### config.mk
export PLATFORM = sky130hd
export DESIGN_NAME = mvm_queue
export DESIGN_NICKNAME = d
export VERILOG_FILES = /design/src/mvm_pkg.sv /design/src/mvm_queue.sv
export SDC_FILE = /design/constraint.sdc
export NUM_CORES = 1
export LEC_CHECK = 0
export BUFFER_PORTS_ARGS = -buffer_cell sky130_fd_sc_hd__buf_2
export CORE_UTILIZATION = 35
export DETAILED_ROUTE_END_ITERATION = 7
export PLACE_DENSITY_LB_ADDON = 0.1
export SLEW_MARGIN = 30
export SYNTH_ARGS = -nofsm -noshare
export SYNTH_HDL_FRONTEND = slang
export SYNTH_SLANG_ARGS = --single-unit
### constraint.sdc
create_clock -name i_clk -period 4.2 [get_ports i_clk]
set_input_delay 1.26 -clock i_clk [delete_from_list [all_inputs] [get_ports i_clk]]
set_output_delay 1.26 -clock i_clk [all_outputs]
set_load 0.05 [all_outputs]
### src/mvm_pkg.sv
// ----------------------------------------------------------------------------
// mvm_pkg
// Types, widths and sizing constants of the matrix-vector multiply block.
// ----------------------------------------------------------------------------
`timescale 1ns / 1ps
`default_nettype none

package mvm_pkg;

    // Vector store depth (number of columns the store can hold).
    localparam int MAX_COLS = 1024;
    localparam int ADDR_W   = (MAX_COLS > 1) ? $clog2(MAX_COLS) : 1;

    // Field widths.
    localparam int COL_W  = 10;
    localparam int VAL_W  = 16;
    localparam int ROW_W  = 16;
    localparam int CCNT_W = 11;
    localparam int PROD_W = 2 * VAL_W;
    localparam int SUM_W  = 48;
    localparam int CFG_W  = 16;

    // Largest column count in use: bounded by the store and the column field.
    localparam int COL_LIMIT = (MAX_COLS < (1 << COL_W)) ? MAX_COLS : (1 << COL_W);
    localparam logic [CCNT_W-1:0] COL_LIMIT_C = CCNT_W'(COL_LIMIT);

    // Queue between front and back.
    localparam int QUEUE_DEPTH = 4;
    localparam int Q_PTR_W     = $clog2(QUEUE_DEPTH);
    localparam int Q_CNT_W     = $clog2(QUEUE_DEPTH + 1);

    // Result buffer at the back end.
    localparam int OUT_DEPTH = 4;
    localparam int O_PTR_W   = $clog2(OUT_DEPTH);
    localparam int O_CNT_W   = $clog2(OUT_DEPTH + 1);

    // Item commands.
    typedef enum logic [0:0] {
        CMD_LOAD   = 1'b0,
        CMD_MATRIX = 1'b1
    } t_cmd;

    // Configuration register indexes.
    typedef enum logic [0:0] {
        CFG_COL_COUNT = 1'b0,
        CFG_ROW_COUNT = 1'b1
    } t_cfg_index;

    // Classified request handed from front to back.
    typedef struct packed {
        t_cmd                    cmd;
        logic [COL_W-1:0]        column;
        logic signed [VAL_W-1:0] value;
        logic                    last_col;
        logic                    in_range;
    } t_item;

    // Multiply stage contents.
    typedef struct packed {
        t_cmd                     cmd;
        logic                     last_col;
        logic signed [PROD_W-1:0] prod;
    } t_stage2;

    // Finished row.
    typedef struct packed {
        logic [ROW_W-1:0]        row_index;
        logic signed [SUM_W-1:0] row_sum;
        logic                    last_row;
    } t_result;

endpackage

`default_nettype wire

### src/mvm_queue.sv
// ----------------------------------------------------------------------------
// mvm_queue
// Short first-in first-out queue of classified requests between the front
// and the back end.
// ----------------------------------------------------------------------------
`timescale 1ns / 1ps
`default_nettype none

module mvm_queue (
    input  wire logic           i_clk,
    input  wire logic           i_rst_n,
    input  wire logic           i_push,
    input  mvm_pkg::t_item      i_item,
    output logic                o_full,
    input  wire logic           i_pop,
    output logic                o_valid,
    output mvm_pkg::t_item      o_item
);

    mvm_pkg::t_item                 r_mem [mvm_pkg::QUEUE_DEPTH];
    logic [mvm_pkg::Q_PTR_W-1:0]    r_wr_ptr;
    logic [mvm_pkg::Q_PTR_W-1:0]    r_rd_ptr;
    logic [mvm_pkg::Q_CNT_W-1:0]    r_count;
    logic                           do_push;
    logic                           do_pop;

    assign o_full  = (r_count == mvm_pkg::Q_CNT_W'(mvm_pkg::QUEUE_DEPTH));
    assign o_valid = (r_count != '0);
    assign o_item  = r_mem[r_rd_ptr];
    assign do_push = i_push && !o_full;
    assign do_pop  = i_pop && o_valid;

    // Pointers and fill count.
    always_ff @(posedge i_clk) begin
        if (!i_rst_n) begin
            r_wr_ptr <= '0;
            r_rd_ptr <= '0;
            r_count  <= '0;
        end else begin
            if (do_push) begin
                r_wr_ptr <= (r_wr_ptr == mvm_pkg::Q_PTR_W'(mvm_pkg::QUEUE_DEPTH - 1))
                            ? '0 : r_wr_ptr + mvm_pkg::Q_PTR_W'(1);
            end
            if (do_pop) begin
                r_rd_ptr <= (r_rd_ptr == mvm_pkg::Q_PTR_W'(mvm_pkg::QUEUE_DEPTH - 1))
                            ? '0 : r_rd_ptr + mvm_pkg::Q_PTR_W'(1);
            end
            unique case ({do_push, do_pop})
                2'b10:   r_count <= r_count + mvm_pkg::Q_CNT_W'(1);
                2'b01:   r_count <= r_count - mvm_pkg::Q_CNT_W'(1);
                default: r_count <= r_count;
            endcase
        end
    end

    // Entry storage.
    always_ff @(posedge i_clk) begin
        if (do_push) begin
            r_mem[r_wr_ptr] <= i_item;
        end
    end

endmodule

`default_nettype wire

==> flow_results.xml <==
<?xml version="1.0" encoding="UTF-8"?>
<metrics>
  <group name="routing">
    <metric name="postRouteAntennaNets" unit="">0</metric>
    <metric name="drt_first_pass_iters" unit="">4</metric>
    <metric name="routed_via_density" unit="">4.54</metric>
    <metric name="drt-total-wl" unit="um">8260</metric>
    <metric name="routed_wire_length_per_instance" unit="um">17.7</metric>
    <metric name="route.detailed.drc" unit="">0</metric>
    <metric name="drt_iter0_markers" unit="">162</metric>
    <metric name="vias" unit="">2126</metric>
  </group>
  <group name="sta">
    <metric name="crit_path_setup_slack_layout" unit="ns">0.829</metric>
    <metric name="final_number_of_max_transition_violations" unit="">0</metric>
    <metric name="total_count_of_hold_check_failures_in_the_final_report" unit="">0</metric>
    <metric name="worst_clock_skew" unit="ns">0.00565</metric>
    <metric name="post-route-min-period" unit="ns">3.37</metric>
    <metric name="max_slew.worst_pin.slew" unit="ns">0.833</metric>
    <metric name="setup_viol" unit="">0</metric>
    <metric name="rsz_0062_raised_after_global_routing" unit="">false</metric>
    <metric name="clock.fmax" unit="MHz">297</metric>
    <metric name="fraction_of_the_cycle_the_final_worst_path_needs" unit="">0.803</metric>
    <metric name="slew_headroom" unit="">0.444</metric>
    <metric name="setup_tns" unit="ns">0</metric>
  </group>
  <group name="power_and_ir_drop">
    <metric name="p_sw" unit="mW">1.31</metric>
    <metric name="netSwitchingFraction" unit="">0.315</metric>
    <metric name="power" unit="mW">4.15</metric>
    <metric name="p_leak" unit="nW">1.99</metric>
    <metric name="power_density" unit="nW/um^2">720</metric>
    <metric name="clock_power_share" unit="">0.351</metric>
    <metric name="intPower" unit="mW">2.85</metric>
    <metric name="pwr-share-comb" unit="">0.264</metric>
    <metric name="vdd.ir_drop.worst" unit="mV">0.338</metric>
    <metric name="p_seq_frac" unit="">0.385</metric>
  </group>
  <group name="floorplanning">
    <metric name="dieHeight" unit="um">118</metric>
    <metric name="core" unit="sq um">12800</metric>
    <metric name="num_rows" unit="">41</metric>
    <metric name="fp.dieW" unit="um">118</metric>
    <metric name="io-pin-count" unit="">64</metric>
    <metric name="floorplan.initialDensity" unit="">0.366</metric>
    <metric name="die_area" unit="sq um">13900</metric>
  </group>
  <group name="synthesis">
    <metric name="most_area_consuming_cells_after_synthesis" unit="">edfxtp_1 (74%), mux4_2 (13%), dfxtp_1 (3.8%), ha_1 (1.6%), and2_1 (0.80%)</metric>
    <metric name="synth-edff-count" unit="">116</metric>
    <metric name="share_of_synthesized_area_occupied_by_flip_flops_and_latches" unit="">0.781</metric>
    <metric name="ys_async_sr_fraction" unit="">0</metric>
    <metric name="synth.lib_cells_used.distinct" unit="">25</metric>
    <metric name="yosys_warnings" unit="">0</metric>
    <metric name="post_synth.cell_area_avg" unit="sq um">22.6</metric>
    <metric name="synthCells" unit="">207</metric>
    <metric name="synth.cell_area" unit="sq um">4690</metric>
    <metric name="postSynthRegisterBits" unit="">125</metric>
    <metric name="synth_top_area_share" unit="">0.743</metric>
    <metric name="postSynthNetCount" unit="">247</metric>
    <metric name="synth_area_leader_cell" unit="">edfxtp_1</metric>
    <metric name="ys_dominant_reg_cell" unit="">edfxtp_1</metric>
  </group>
  <group name="worst_setup_path">
    <metric name="cp-end-kind" unit="">output pin</metric>
    <metric name="setup.reg_to_reg.worst_slack" unit="ns">2.05</metric>
    <metric name="critPathKind" unit="">register to output pin</metric>
    <metric name="r2r_start" unit="">r_count[2]</metric>
    <metric name="reg_to_reg_end" unit="">r_count[2]</metric>
    <metric name="cp_max_fo" unit="">12</metric>
    <metric name="arrival" unit="ns">2.11</metric>
    <metric name="critPathRequiredTime" unit="ns">2.94</metric>
    <metric name="setup.worst_path.start_class" unit="">register</metric>
    <metric name="number_of_cell_instances_on_the_worst_register_to_register_path" unit="">9</metric>
  </group>
  <group name="worst_hold_path">
    <metric name="hold_path_class" unit="">register to register</metric>
    <metric name="min_to" unit="">r_wr_ptr[1]</metric>
    <metric name="min_path_cells" unit="">2</metric>
    <metric name="hold_path_startpoint" unit="">r_wr_ptr[1]</metric>
  </group>
  <group name="cts">
    <metric name="clk_transition_reported_paths" unit="ns">0.05</metric>
    <metric name="clock_tree.htree_level_count" unit="">4</metric>
    <metric name="tritoncts.num_buffers" unit="">17</metric>
    <metric name="clockRootBuffer" unit="">clkbuf_16</metric>
    <metric name="cts_num_sinks" unit="">125</metric>
    <metric name="post-cts-setup-buffer-count" unit="">0</metric>
    <metric name="cts_resized" unit="">0</metric>
    <metric name="cts.hold.buffers_added" unit="">0</metric>
    <metric name="clockBufferDepth" unit="">2</metric>
    <metric name="cts_tree" unit="">done</metric>
    <metric name="clkLatencyLatePin" unit="ns">0.40</metric>
  </group>
  <group name="placement">
    <metric name="place_ws" unit="ns">1.19</metric>
    <metric name="detailed_place_hpwl" unit="um">4840</metric>
    <metric name="placement.io_buffers" unit="">63</metric>
    <metric name="gp_congestion" unit="">0.668</metric>
  </group>
  <group name="finish">
    <metric name="layout.nets" unit="">323</metric>
    <metric name="final_common_cell" unit="">edfxtp_1</metric>
    <metric name="commonest_non_fill_non_tap_cells_in_the_layout" unit="">edfxtp_1 (116), buf_2 (63), mux4_2 (28)</metric>
    <metric name="antennaDiodeCount" unit="">0</metric>
    <metric name="share_of_post_route_cells_with_drive_strength_above_1" unit="">0.416</metric>
    <metric name="final_core_occ" unit="">0.450</metric>
    <metric name="syn2layout_area_growth" unit="%">23.1</metric>
  </group>
  <group name="run">
    <metric name="maxCapViolations" unit="">0</metric>
  </group>
  <group name="global_route">
    <metric name="number_of_global_route_vias_before_repair" unit="">2396</metric>
    <metric name="gr-usage-all-layers" unit="">0.133</metric>
    <metric name="pin_count_of_the_biggest_net_entering_global_routing" unit="">30</metric>
    <metric name="globalRoute.totalOverflow" unit="">0</metric>
    <metric name="first_pass_grt_wire_length" unit="um">13400</metric>
    <metric name="antenna_found_initial" unit="">0</metric>
  </group>
  <group name="status">
    <metric name="status" unit="">finished, final reports clean</metric>
  </group>
</metrics>
==> Yosys cell counts, types with 2 or more instances <==
library cell / n
nor2_1: 2
nand3_1: 2
buf_2: 3
clkbuf_1: 2
and2_1: 6
dfxtp_1: 9
o21ai_0: 4
edfxtp_1: 116
inv_1: 7
mux4_2: 28
or3_1: 2
mux2i_1: 2
nand2_1: 7
ha_1: 6
==> logic make-up (layout without fill, tap and decap cells) <==
| group | count (synthesis) | after routing | synth area share |
|---|---|---|---|
| fa+ha+maj | 7 | 7 | 0.0203 |
| flops | 125 | 125 | 0.781 |
| buf+inv | 15 | 104 | 0.0187 |
| simple gates | 21 | 21 | 0.0240 |
| xor+xnor | 2 | 2 | 0.00374 |
| compound gates | 6 | 6 | 0.00747 |
| mux | 31 | 31 | 0.144 |
==> worst max-delay path by stage <==
stage	cells past startpoint	end	slack, ns
after floorplan	9	r_count[2]	1.37
after global placement	3	o_item[7]	1.19
after detailed placement	3	o_item[0]	1.19
after CTS	3	o_item[0]	0.75
after global routing	3	o_item[0]	0.69
final	3	o_item[7]	0.83
==> power by group through the flow <==
| stage | Sequential [mW] | Combinational, mW | Clock [mW] |
|---|---|---|---|
| after detailed placement | 1.63 | 1.11 | 0 |
| after global routing | 1.62 | 1.16 | 1.54 |
| final | 1.60 | 1.09 | 1.46 |
| after CTS | 1.61 | 1.12 | 1.49 |
| after global placement | 1.63 | 1.11 | 0 |
| after floorplan | 1.57 | 0.935 | 0 |
==> per-layer routing <==
layer	track usage	vias up	wire length (um)
li1	-	998	-
met1	0.168	1073	3780
met2	0.207	48	4070
met3	0.0489	7	343
met4	0.0529	0	68
met5	0	-	0
==> state kept, by name (all words and copies together), names as in the netlist, named ones only <==
| name | count |
|---|---|
| r_mem | 116 |
| r_count | 3 |
| r_rd_ptr | 2 |
| r_wr_ptr | 2 |
==> stage by stage <==
step | area [sq um] | hold slack [ns] | instances
after global routing | 5770 | 0.541 | 468
after detailed placement | 5180 | 0.495 | 436
after CTS | 5770 | 0.503 | 468
final | 5770 | 0.500 | 468
after global placement | 5180 | 0.488 | 436
after floorplan | 4690 | 0.468 | 207
==> critical path: stages, from the launching register on <==
cell and delay, ns:
dfxtp_2 0.59, buf_4 0.34, mux4_2 0.54, buf_2 0.23
==> final cells by class <==
cell class | count | area, sq um
Inverter | 7 | 26.3
Clock inverter | 10 | 145
Sequential cell | 125 | 3670
Timing Repair Buffer | 65 | 330
Multi-Input combinational cell | 67 | 942
Fill cell | 1161 | 7060
Clock buffer | 22 | 444
Tap cell | 172 | 215
No activity file was read; power rests on OpenSTA's default activity.
