File: src/mvm_pkg.sv
// ----------------------------------------------------------------------------
// mvm_pkg
// Types, widths and sizing constants of the matrix-vector multiply block.
// ----------------------------------------------------------------------------
`timescale 1ns / 1ps
`default_nettype none

package mvm_pkg;

    // Vector store depth (number of columns the store can hold).
    localparam int MAX_COLS = 1024;
    localparam int ADDR_W   = (MAX_COLS > 1) ? $clog2(MAX_COLS) : 1;

    // Field widths.
    localparam int COL_W  = 10;
    localparam int VAL_W  = 16;
    localparam int ROW_W  = 16;
    localparam int CCNT_W = 11;
    localparam int PROD_W = 2 * VAL_W;
    localparam int SUM_W  = 48;
    localparam int CFG_W  = 16;

    // Largest column count in use: bounded by the store and the column field.
    localparam int COL_LIMIT = (MAX_COLS < (1 << COL_W)) ? MAX_COLS : (1 << COL_W);
    localparam logic [CCNT_W-1:0] COL_LIMIT_C = CCNT_W'(COL_LIMIT);

    // Queue between front and back.
    localparam int QUEUE_DEPTH = 4;
    localparam int Q_PTR_W     = $clog2(QUEUE_DEPTH);
    localparam int Q_CNT_W     = $clog2(QUEUE_DEPTH + 1);

    // Result buffer at the back end.
    localparam int OUT_DEPTH = 4;
    localparam int O_PTR_W   = $clog2(OUT_DEPTH);
    localparam int O_CNT_W   = $clog2(OUT_DEPTH + 1);

    // Item commands.
    typedef enum logic [0:0] {
        CMD_LOAD   = 1'b0,
        CMD_MATRIX = 1'b1
    } t_cmd;

    // Configuration register indexes.
    typedef enum logic [0:0] {
        CFG_COL_COUNT = 1'b0,
        CFG_ROW_COUNT = 1'b1
    } t_cfg_index;

    // Classified request handed from front to back.
    typedef struct packed {
        t_cmd                    cmd;
        logic [COL_W-1:0]        column;
        logic signed [VAL_W-1:0] value;
        logic                    last_col;
        logic                    in_range;
    } t_item;

    // Multiply stage contents.
    typedef struct packed {
        t_cmd                     cmd;
        logic                     last_col;
        logic signed [PROD_W-1:0] prod;
    } t_stage2;

    // Finished row.
    typedef struct packed {
        logic [ROW_W-1:0]        row_index;
        logic signed [SUM_W-1:0] row_sum;
        logic                    last_row;
    } t_result;

endpackage

`default_nettype wire

File: src/mvm_front.sv
// ----------------------------------------------------------------------------
// mvm_front
// Accepts input requests, marks the row-closing column and the columns that
// fall inside the vector store, and hands them to the queue.
// ----------------------------------------------------------------------------
`timescale 1ns / 1ps
`default_nettype none

module mvm_front (
    input  wire logic                          i_clk,
    input  wire logic                          i_rst_n,
    input  wire logic [mvm_pkg::CCNT_W-1:0]    i_col_count,
    input  wire logic                          i_push,
    output logic                               o_full,
    input  wire logic [0:0]                    i_command,
    input  wire logic [mvm_pkg::COL_W-1:0]     i_column,
    input  wire logic signed [mvm_pkg::VAL_W-1:0] i_value,
    input  wire logic                          i_q_full,
    output logic                               o_q_push,
    output mvm_pkg::t_item                     o_q_item
);

    logic                          r_valid;
    logic                          n_valid;
    mvm_pkg::t_item                r_item;
    logic                          accept;
    logic [mvm_pkg::CCNT_W-1:0]    cols_in_use;
    logic [mvm_pkg::CCNT_W-1:0]    last_col_idx;
    mvm_pkg::t_item                cls_item;

    // Clamp the column count to the range the store supports.
    always_comb begin
        priority if (i_col_count == '0) begin
            cols_in_use = mvm_pkg::CCNT_W'(1);
        end else if (i_col_count > mvm_pkg::COL_LIMIT_C) begin
            cols_in_use = mvm_pkg::COL_LIMIT_C;
        end else begin
            cols_in_use = i_col_count;
        end
        last_col_idx = cols_in_use - mvm_pkg::CCNT_W'(1);
    end

    // Classify the incoming request.
    always_comb begin
        cls_item.cmd      = mvm_pkg::t_cmd'(i_command);
        cls_item.column   = i_column;
        cls_item.value    = i_value;
        cls_item.last_col = (i_column == last_col_idx[mvm_pkg::COL_W-1:0]);
        cls_item.in_range = (32'(i_column) < 32'(mvm_pkg::MAX_COLS));
    end

    // The holding register drains into the queue whenever the queue has room.
    assign o_full   = r_valid && i_q_full;
    assign accept   = i_push && !o_full;
    assign o_q_push = r_valid && !i_q_full;
    assign o_q_item = r_item;
    assign n_valid  = accept || (r_valid && i_q_full);

    always_ff @(posedge i_clk) begin
        if (!i_rst_n) begin
            r_valid <= 1'b0;
        end else begin
            r_valid <= n_valid;
        end
    end

    always_ff @(posedge i_clk) begin
        if (accept) begin
            r_item <= cls_item;
        end
    end

endmodule

`default_nettype wire

File: config.mk
export PLATFORM = sky130hd
export DESIGN_NAME = mvm_front
export DESIGN_NICKNAME = d
export VERILOG_FILES = /design/src/mvm_pkg.sv /design/src/mvm_front.sv
export SDC_FILE = /design/constraint.sdc
export NUM_CORES = 1
export LEC_CHECK = 0
export ABC_AREA = 1
export ABC_CLOCK_PERIOD_IN_PS = 2600
export BUFFER_PORTS_ARGS = -buffer_cell sky130_fd_sc_hd__buf_2
export CAP_MARGIN = 25
export CORE_MARGIN = 3
export CORE_UTILIZATION = 45
export DETAILED_ROUTE_END_ITERATION = 10
export GPL_TIMING_DRIVEN = 0
export PLACE_DENSITY = 0.9
export SLEW_MARGIN = 20
export SYNTH_ARGS = -nofsm -noshare
export SYNTH_HDL_FRONTEND = slang
export SYNTH_SLANG_ARGS = --single-unit
File: constraint.sdc
create_clock -name i_clk -period 2.6 [get_ports i_clk]
set_input_delay 0.26 -clock i_clk [delete_from_list [all_inputs] [get_ports i_clk]]
set_output_delay 0.26 -clock i_clk [all_outputs]
set_load 0.02 [all_outputs]
==> results of run 1 <==
-- final timing paths --
| path | start | endpoint | slack, ns | cells after the start |
|---|---|---|---|---|
| hold / removal | i_value[15] | o_q_item[17]$_DFFE_PP_ | 0.13 | 1 |
| hold reg to reg | r_valid$_SDFF_PN0_ | r_valid$_SDFF_PN0_ | 0.52 | 2 |
| setup reg to reg | r_valid$_SDFF_PN0_ | o_q_item[3]$_DFFE_PP_ | 1.20 | 3 |
| setup / recovery | i_col_count[1] | o_q_item[1]$_DFFE_PP_ | 0.72 | 16 |
-- logic make-up (layout without fill, tap and decap cells) --
group                    after synthesis  count (layout)
XOR/XNOR                               6               6
buffers and inverters                 15              94
flip-flops                            29              29
AO/OA/AOI/OAI                          6               6
AND/OR/NAND/NOR                       87              87
adder cells (fa/ha/maj)                1               1
other                                  1               1
-- through the flow --
step	utilization [%]	instance area, sq um	total power, mW	hold WS, ns	setup WS [ns]
finish	65.4	1900	0.987	0.127	0.721
global route	65.4	1900	1.05	0.0958	0.487
CTS	65.4	1900	0.998	0.112	0.719
floorplan	-	1430	0.684	0.359	0.512
global placement	63.5	1840	0.757	0.436	0.117
detailed placement	63.8	1850	0.766	0.439	0.400
-- worst reg2reg max path, cell delays in order, from the launching register on --
cell	delay (ns)
dfxtp_1	0.32
nand2_1	0.07
inv_1	0.07
nor2_4	0.56
-- routing by layer --
metal / global-route usage, % / share of wire, % / up-vias
li1: - / - / 635
met4: 5.51 / 0.66 / 0
met3: 6.65 / 9.2 / 2
met1: 20.1 / 41 / 571
met5: 0 / 0 / -
met2: 29.6 / 49 / 59
-- power by group --
group          total [mW]  internal [mW]  switching, mW
logic               0.203         0.0770          0.126
clock network       0.233          0.107          0.125
registers           0.551          0.544        0.00703
total               0.987          0.729          0.258
-- registers in the layout (all words and copies together), names as in the netlist --
name	cells
o_q_item	28
r_valid	1
-- layout make-up --
class | instances | area, sq um
clock buffers | 8 | 48.8
well taps | 42 | 52.6
repair buffers | 71 | 355
fillers | 246 | 1000
plain buffers | 2 | 18.8
inverters | 13 | 48.8
flip-flops and latches | 29 | 861
multi-input cells | 101 | 513
-- cells in the final DEF, fill, tap and decap left out, types with 2 or more instances in the layout --
master	n
inv_1	12
edfxtp_1	28
nand3_1	10
buf_2	71
nor2_1	22
clkbuf_1	3
nand2_2	5
xnor2_1	4
nand3b_1	3
clkbuf_4	5
nand4_1	3
o21ai_0	2
nand3_2	2
nand2_1	39
xor2_1	2
-- synth_stat cells, drive strengths merged --
cell     n  area [sq um]
buf      2          18.8
nand4    3          18.8
edfxtp  28           841
nand3   12          70.1
xnor2    4          35.0
o21ai    4          23.8
nor2    24          92.6
nor3     1          5.00
a21boi   1          7.51
o21bai   1          18.8
ha       1          12.5
conb     1          3.75
nand3b   3          22.5
inv     13          48.8
xor2     2          17.5
nand2   44           178
dfxtp    1          20.0
==> results.md, run 1 <==
- Slowest CP cell: ha_1
- Max_cap viols: 0
- Worst path required time: 2.77 ns
- Hold_buf cts: 0
- Compound-cell area share of the yosys netlist: 3.49%
- Tcrit/Tclk final: 72.3%
- First-pass GRT wire length: 5370 um
- Max FO, Critical Path: 10
- Syn Nets: 188
- # rows: 19
- Maximum VDD drop: 0.000217 V
- # placed instances: 258
- Vias in the first global route: 1202
- CP top delay family: simple AND/OR/NAND/NOR gates
- Synth Area in Simple Gates: 27.0%
- I/O Buffers: 71
- Die width: 62.5 um
- Count of cell types in the netlist: 24
- Syn Area/Cell: 9.89 sq um
- Gpl congestion: 0.853
- CTS clk-pin slew, worst paths: 0.08 ns
- Root Buffer: clkbuf_4
- Hold Vio Cnt, Final: 0
- Main combinational cell family by area after synthesis: simple AND/OR/NAND/NOR gates
- Share of layout cells above drive strength 1: 40.2%
- Crit path DAT: 2.05 ns
- Number of CTS-inserted buffers: 5
- Total grt overflow: 0
- Tot GR Track Use: 17.4%
- Antenna cells: 0
- Slew Viols, Final: 0
- CTS tree: built
- DP Wirelength: 2660 um
- Largest net degree at the start of global routing: 29
- WL per Instance: 11.9 um
- Leakage: 0.904 nW
- RSZ-0062 raised after global routing: false
- Measured slew at the worst slew-check pin: 0.724 ns
- Slew HR: 51.6%
- H-tree levels: 2
- Seq cells post-synth: 29
- Final count of negative-setup-slack endpoints: 0
- Clk_skew: 0.00249 ns
- Synth Area in XOR/XNOR: 3.66%
- Crit end category: register
- Antenna Violating Nets Remaining: 0
- Pwr per Cell Area: 520 nW/um^2
- Yosys warns: 0
- Fin crit period: 1.88 ns
- CP bufs+invs: 3
- Ports: 73
- CP dominant cell by count: nand2_1
- Die height: 62.5 um
- CP peak stage delay: 0.28 ns
- Final setup TNS: 0 ns
- Full die area: 3900 sq um
- Nets@finish: 266
- Via count: 1267
- Ordered list of cells on the worst path: buf_2 > nor2_1 > nand2_1 > o21bai_4 > buf_6 > nand2_1 > ha_1 > xor2_1 > nand2_1 > nor2_1 > nand2_1 > inv_1 > nand2_1 > nor2_1 > nand3_1 > nor2_1
- Core area: 2900 sq um
- WL final: 3170 um
- Critical path class: in2reg
- Cells after Synth: 145
- Initial DRT Pass Iterations: 4
- Status: completed
- Mux cell area share after synthesis: 0%
- Element type at the critical path start: input pin
- Area delta synth->final: 32.4%
- Clock Latency Late Sink: 0.30 ns
- Post-Synth Adder-Cell Area: 0.873%
- Hold WC Path Type: in2reg
- Post_cts resized: 0
- # Post-CTS Setup Buffers: 0
- Num Clock Sinks: 29
- Fin cells: 266
- Clk buf depth: 2
- DR iter-0 viols: 43
- Seq/Total Area, Yosys: 60.0%
- Achievable Freq: 532 MHz
- Initial Utilization: 49.4%
- Mapped Area: 1430 sq um
- DRC: 0
- Initial antenna violation count: 0
- Vias per inst: 4.76
Note: power is estimated with default switching activity, not from simulation.
==> run 2: changes to the inputs <==
ABC_CLOCK_PERIOD_IN_PS = 1950   (was 2600)
clock period = 1.95 ns   (was 2.6 ns; I/O delays follow)
==> results.md, run 2 (synthesis results as in run 1) <==
- Status: completed
- Most frequent cells in the layout: buf_2 (71), nand2_1 (38), edfxtp_1 (28)
- Maximum VDD drop: 0.000341 V
- Largest net degree at the start of global routing: 29
- Fin cells: 272
- CP peak stage delay: 0.28 ns
- Vias per inst: 4.68
- Antenna cells: 0
- Max FO, Critical Path: 5
- Die width: 62.5 um
- CTS clk-pin slew, worst paths: 0.09 ns
- # rows: 19
- Measured slew at the worst slew-check pin: 0.721 ns
- Clk_skew: 0.00380 ns
- First-pass GRT wire length: 5140 um
- Gpl congestion: 0.875
- Pwr per Cell Area: 687 nW/um^2
- Hold slack: 0.0493 ns
- Slew HR: 51.8%
- FF-to-FF path depth: 3
- WL final: 3180 um
- DRC: 0
- Ordered list of cells on the worst path: buf_2 > nor2_2 > nand3_2 > o21bai_4 > buf_6 > nand2_1 > ha_1 > xor2_1 > nand2_1 > nor2_1 > nand2_1 > inv_1 > nand2_1 > nor2_1 > nand3_1 > nor2_1
- Achievable Freq: 547 MHz
- Hold Startpoint: i_value[8]
- Vias in the first global route: 1172
- Worst Hold Depth: 1
- I/O Buffers: 71
- Max layer used: met4
- Hold WC Path Type: in2reg
- Number of CTS-inserted buffers: 5
- Area delta synth->final: 36.4%
- Post-route cell area: 1960 sq um
- CTS tree: built
- Final count of negative-setup-slack endpoints: 0
- Most common cell after layout, fill and taps aside: buf_2
- Crit end category: register
- Slew Viols, Final: 0
- Num Clock Sinks: 29
- Via count: 1272
- Max reg flops: 28
- Tot GR Track Use: 16.8%
- R2R Path Start: r_valid$_SDFF_PN0_
- Hold_buf cts: 0
- Max_cap viols: 0
- # placed instances: 258
- Total grt overflow: 0
- CP top delay family: simple AND/OR/NAND/NOR gates
- Initial DRT Pass Iterations: 4
- Met2 WL: 1480 um
- Tcrit/Tclk final: 93.8%
- Root Buffer: clkbuf_4
- Die height: 62.5 um
- Ports: 73
- Clock Latency Late Sink: 0.31 ns
- Critical path class: in2reg
- Reg2reg setup slack: 0.58 ns
- DP Wirelength: 2470 um
- WL per Instance: 11.7 um
- Clk buf depth: 2
- Hold Vio Cnt, Final: 0
- Metal-1 WL: 1340 um
- Placed inst area: 1850 sq um
- Worst slack at placement: -0.218 ns
- DR iter-0 viols: 30
- Element type at the critical path start: input pin
- H-tree levels: 2
- Final worst slack: 0.121 ns
- Initial Utilization: 49.4%
- Leakage: 0.938 nW
- Worst path required time: 2.12 ns
- Crit path DAT: 2.00 ns
- CP dominant cell by count: nand2_1
- RR Endpoint: o_q_item[12]$_DFFE_PP_
- CP bufs+invs: 3
- Antenna Violating Nets Remaining: 0
- Full die area: 3900 sq um
- Fin crit period: 1.83 ns
- Nets@finish: 272
- Core area: 2900 sq um
- Hold Crit Endpoint: o_q_item[10]$_DFFE_PP_
- Initial antenna violation count: 0
- Share of layout cells above drive strength 1: 44.3%
- Stages on worst setup path: 16
- Slowest CP cell: ha_1
- Met3 wire len: 315 um
run 2: final cells by class:
| cell class | instances | area (sq um) |
|---|---|---|
| flip-flops and latches | 29 | 861 |
| clock inverters | 2 | 10.0 |
| fillers | 261 | 945 |
| clock buffers | 6 | 41.3 |
| multi-input cells | 101 | 523 |
| repair buffers | 77 | 400 |
| well taps | 42 | 52.6 |
| plain buffers | 2 | 18.8 |
| inverters | 13 | 48.8 |
run 2: worst max path at each step:
stage	from	endpoint	slack [ns]
after CTS	i_col_count[2]	o_q_item[1]$_DFFE_PP_	0.11
after floorplan	i_col_count[5]	o_q_item[1]$_DFFE_PP_	0.13
final	i_col_count[2]	o_q_item[1]$_DFFE_PP_	0.12
after global routing	i_col_count[2]	o_q_item[1]$_DFFE_PP_	-0.07
after detailed placement	i_col_count[2]	o_q_item[1]$_DFFE_PP_	-0.22
after global placement	i_col_count[2]	o_q_item[1]$_DFFE_PP_	-0.18
run 2: layer usage:
metal / vias up / global-route usage [%]
li1: 651 / -
met1: 555 / 20.9
met2: 62 / 26.4
met3: 4 / 6.47
met4: 0 / 6.61
met5: - / 0
run 2: report_power, final:
group / switching [mW] / internal, mW
clock: 0.191 / 0.137
sequential: 0.00760 / 0.725
combinational: 0.172 / 0.111
run 2: metrics by stage:
stage	util (%)	setup TNS, ns	total power [mW]
floorplan	-	0	0.912
global placement	63.6	-0.179	1.01
detailed placement	63.8	-0.218	1.02
CTS	65.5	0	1.35
global route	67.4	-0.0745	1.42
finish	67.4	0	1.34
run 2: what timing repair did:
action,4_1_cts,5_1_grt
setup endpoints to repair,0,1
buffers inserted,0,6
gates resized for setup,0,4
==> run 3: changes to the inputs <==
CELL_PAD_IN_SITES_DETAIL_PLACEMENT = 0   (was default)
CELL_PAD_IN_SITES_GLOBAL_PLACEMENT = 1   (was default)
CORE_MARGIN = 2   (was 3)
CORE_UTILIZATION = 32   (was 45)
PLACE_DENSITY = 0.89   (was 0.9)
==> results.md, run 3 (synthesis results as in run 1) <==
- Fill count: 427
- Status: completed
- Final Power: 1.49 mW
- Share of layout cells above drive strength 1: 46.4%
- Max reg flops: 28
- Max layer used: met4
- CTS tree: built
- Initial Utilization: 33.2%
- Ports: 73
- CTS clk-pin slew, worst paths: 0.06 ns
- # placed instances: 268
- Hold Vio Cnt, Final: 0
- Antenna cells: 0
- Core area: 4320 sq um
- Fin crit period: 1.79 ns
- Placed inst area: 1860 sq um
- Initial antenna violation count: 0
- Antenna Violating Nets Remaining: 0
- Root Buffer: clkbuf_8
- Crit end category: register
- Post-route cell area: 2090 sq um
- Multi-input logic area: 568 sq um
- Final worst slack: 0.165 ns
- Final count of negative-setup-slack endpoints: 0
- Tot GR Track Use: 13.6%
- Worst slack at placement: -0.236 ns
- Vias in the first global route: 1158
- Element type at the critical path start: input pin
- Largest net degree at the start of global routing: 29
- CP bufs+invs: 3
- Nets@finish: 275
- Crit path DAT: 1.92 ns
- H-tree levels: 2
- Worst path required time: 2.09 ns
- Hold_buf cts: 0
- Critical path class: in2reg
- Max FO, Critical Path: 5
- Total grt overflow: 0
- Fin cells: 285
- Number of CTS-inserted buffers: 5
- Gpl congestion: 0.784
- Full die area: 5030 sq um
- First-pass GRT wire length: 5240 um
- Hold slack: 0.0894 ns
- Hold WC Path Type: in2reg
- Slowest CP cell: ha_4
- Leakage: 0.982 nW
- Vias per inst: 4.48
- Fin util: 48.4%
- I/O Buffers: 71
- Ordered list of cells on the worst path: buf_4 > nor2_4 > nand3_4 > o21bai_4 > buf_6 > nand2_4 > ha_4 > xor2_1 > nand2_1 > nor2_1 > nand2_1 > inv_1 > nand2_1 > nor2_1 > nand3_1 > nor2_1
- Met3 wire len: 318 um
- Die height: 70.9 um
- Pwr per Cell Area: 715 nW/um^2
- Tcrit/Tclk final: 91.5%
- Achievable Freq: 560 MHz
- Num Clock Sinks: 29
- DR iter-0 viols: 76
- Slew HR: 49.4%
- CP peak stage delay: 0.26 ns
- Met2 WL: 1540 um
- Measured slew at the worst slew-check pin: 0.757 ns
- Die width: 70.9 um
- Slew Viols, Final: 0
- Initial DRT Pass Iterations: 4
- WL per Instance: 11.9 um
- Clk_skew: 0.00333 ns
- # rows: 24
- Most common cell after layout, fill and taps aside: buf_2
- Final setup TNS: 0 ns
- CP top delay family: simple AND/OR/NAND/NOR gates
- Metal-1 WL: 1460 um
- Clk buf depth: 2
- DRC: 0
- Area delta synth->final: 45.8%
- Storage cell area: 861 sq um
- WL final: 3380 um
- Most frequent cells in the layout: buf_2 (66), nand2_1 (37), edfxtp_1 (28)
- Maximum VDD drop: 0.000294 V
- Via count: 1276
- DP Wirelength: 2570 um
- Max_cap viols: 0
- Clock Latency Late Sink: 0.27 ns
==> run 3: changes by cell type in the layout (fill, tap and decap cells not counted), sizes merged <==
cell / previous run / this run
buf: 79 / 82
==> run 3: layer usage <==
layer / GRT usage [%] / vias to the layer above
li1: - / 654
met1: 17.2 / 562
met2: 20.1 / 56
met3: 5.13 / 4
met4: 7.55 / 0
met5: 0 / -
==> run 3: worst register-to-register path: stages (launching register included) <==
cell and delay [ns]:
dfxtp_1 0.31, nand2_1 0.07, inv_1 0.07, nor2_4 0.58
==> run 3: path summary, 6_finish.rpt <==
path | from | to | slack [ns] | depth (start not counted)
hold / removal | i_value[2] | o_q_item[4]$_DFFE_PP_ | 0.09 | 1
setup / recovery | i_col_count[4] | o_q_item[1]$_DFFE_PP_ | 0.16 | 16
hold reg to reg | r_valid$_SDFF_PN0_ | r_valid$_SDFF_PN0_ | 0.49 | 2
setup reg to reg | r_valid$_SDFF_PN0_ | o_q_item[8]$_DFFE_PP_ | 0.55 | 3
==> run 3: area by class of cell <==
cell class / instances / share of cell area (%)
flip-flops and latches: 29 / 41.2
multi-input cells: 101 / 27.2
repair buffers: 80 / 21.4
clock buffers: 6 / 3.47
well taps: 52 / 3.11
inverters: 13 / 2.33
plain buffers: 2 / 0.898
clock inverters: 2 / 0.479
==> run 3: timing repair <==
item | 4_1_cts | 5_1_grt
resized for setup | 0 | 25
buffers inserted | 0 | 9
setup endpoints to repair | 0 | 1
==> run 3: where the power goes <==
group | total (mW) | switching, mW | internal (mW)
Clock | 0.457 | 0.211 | 0.246
Combinational | 0.303 | 0.178 | 0.125
Sequential | 0.735 | 0.00800 | 0.727
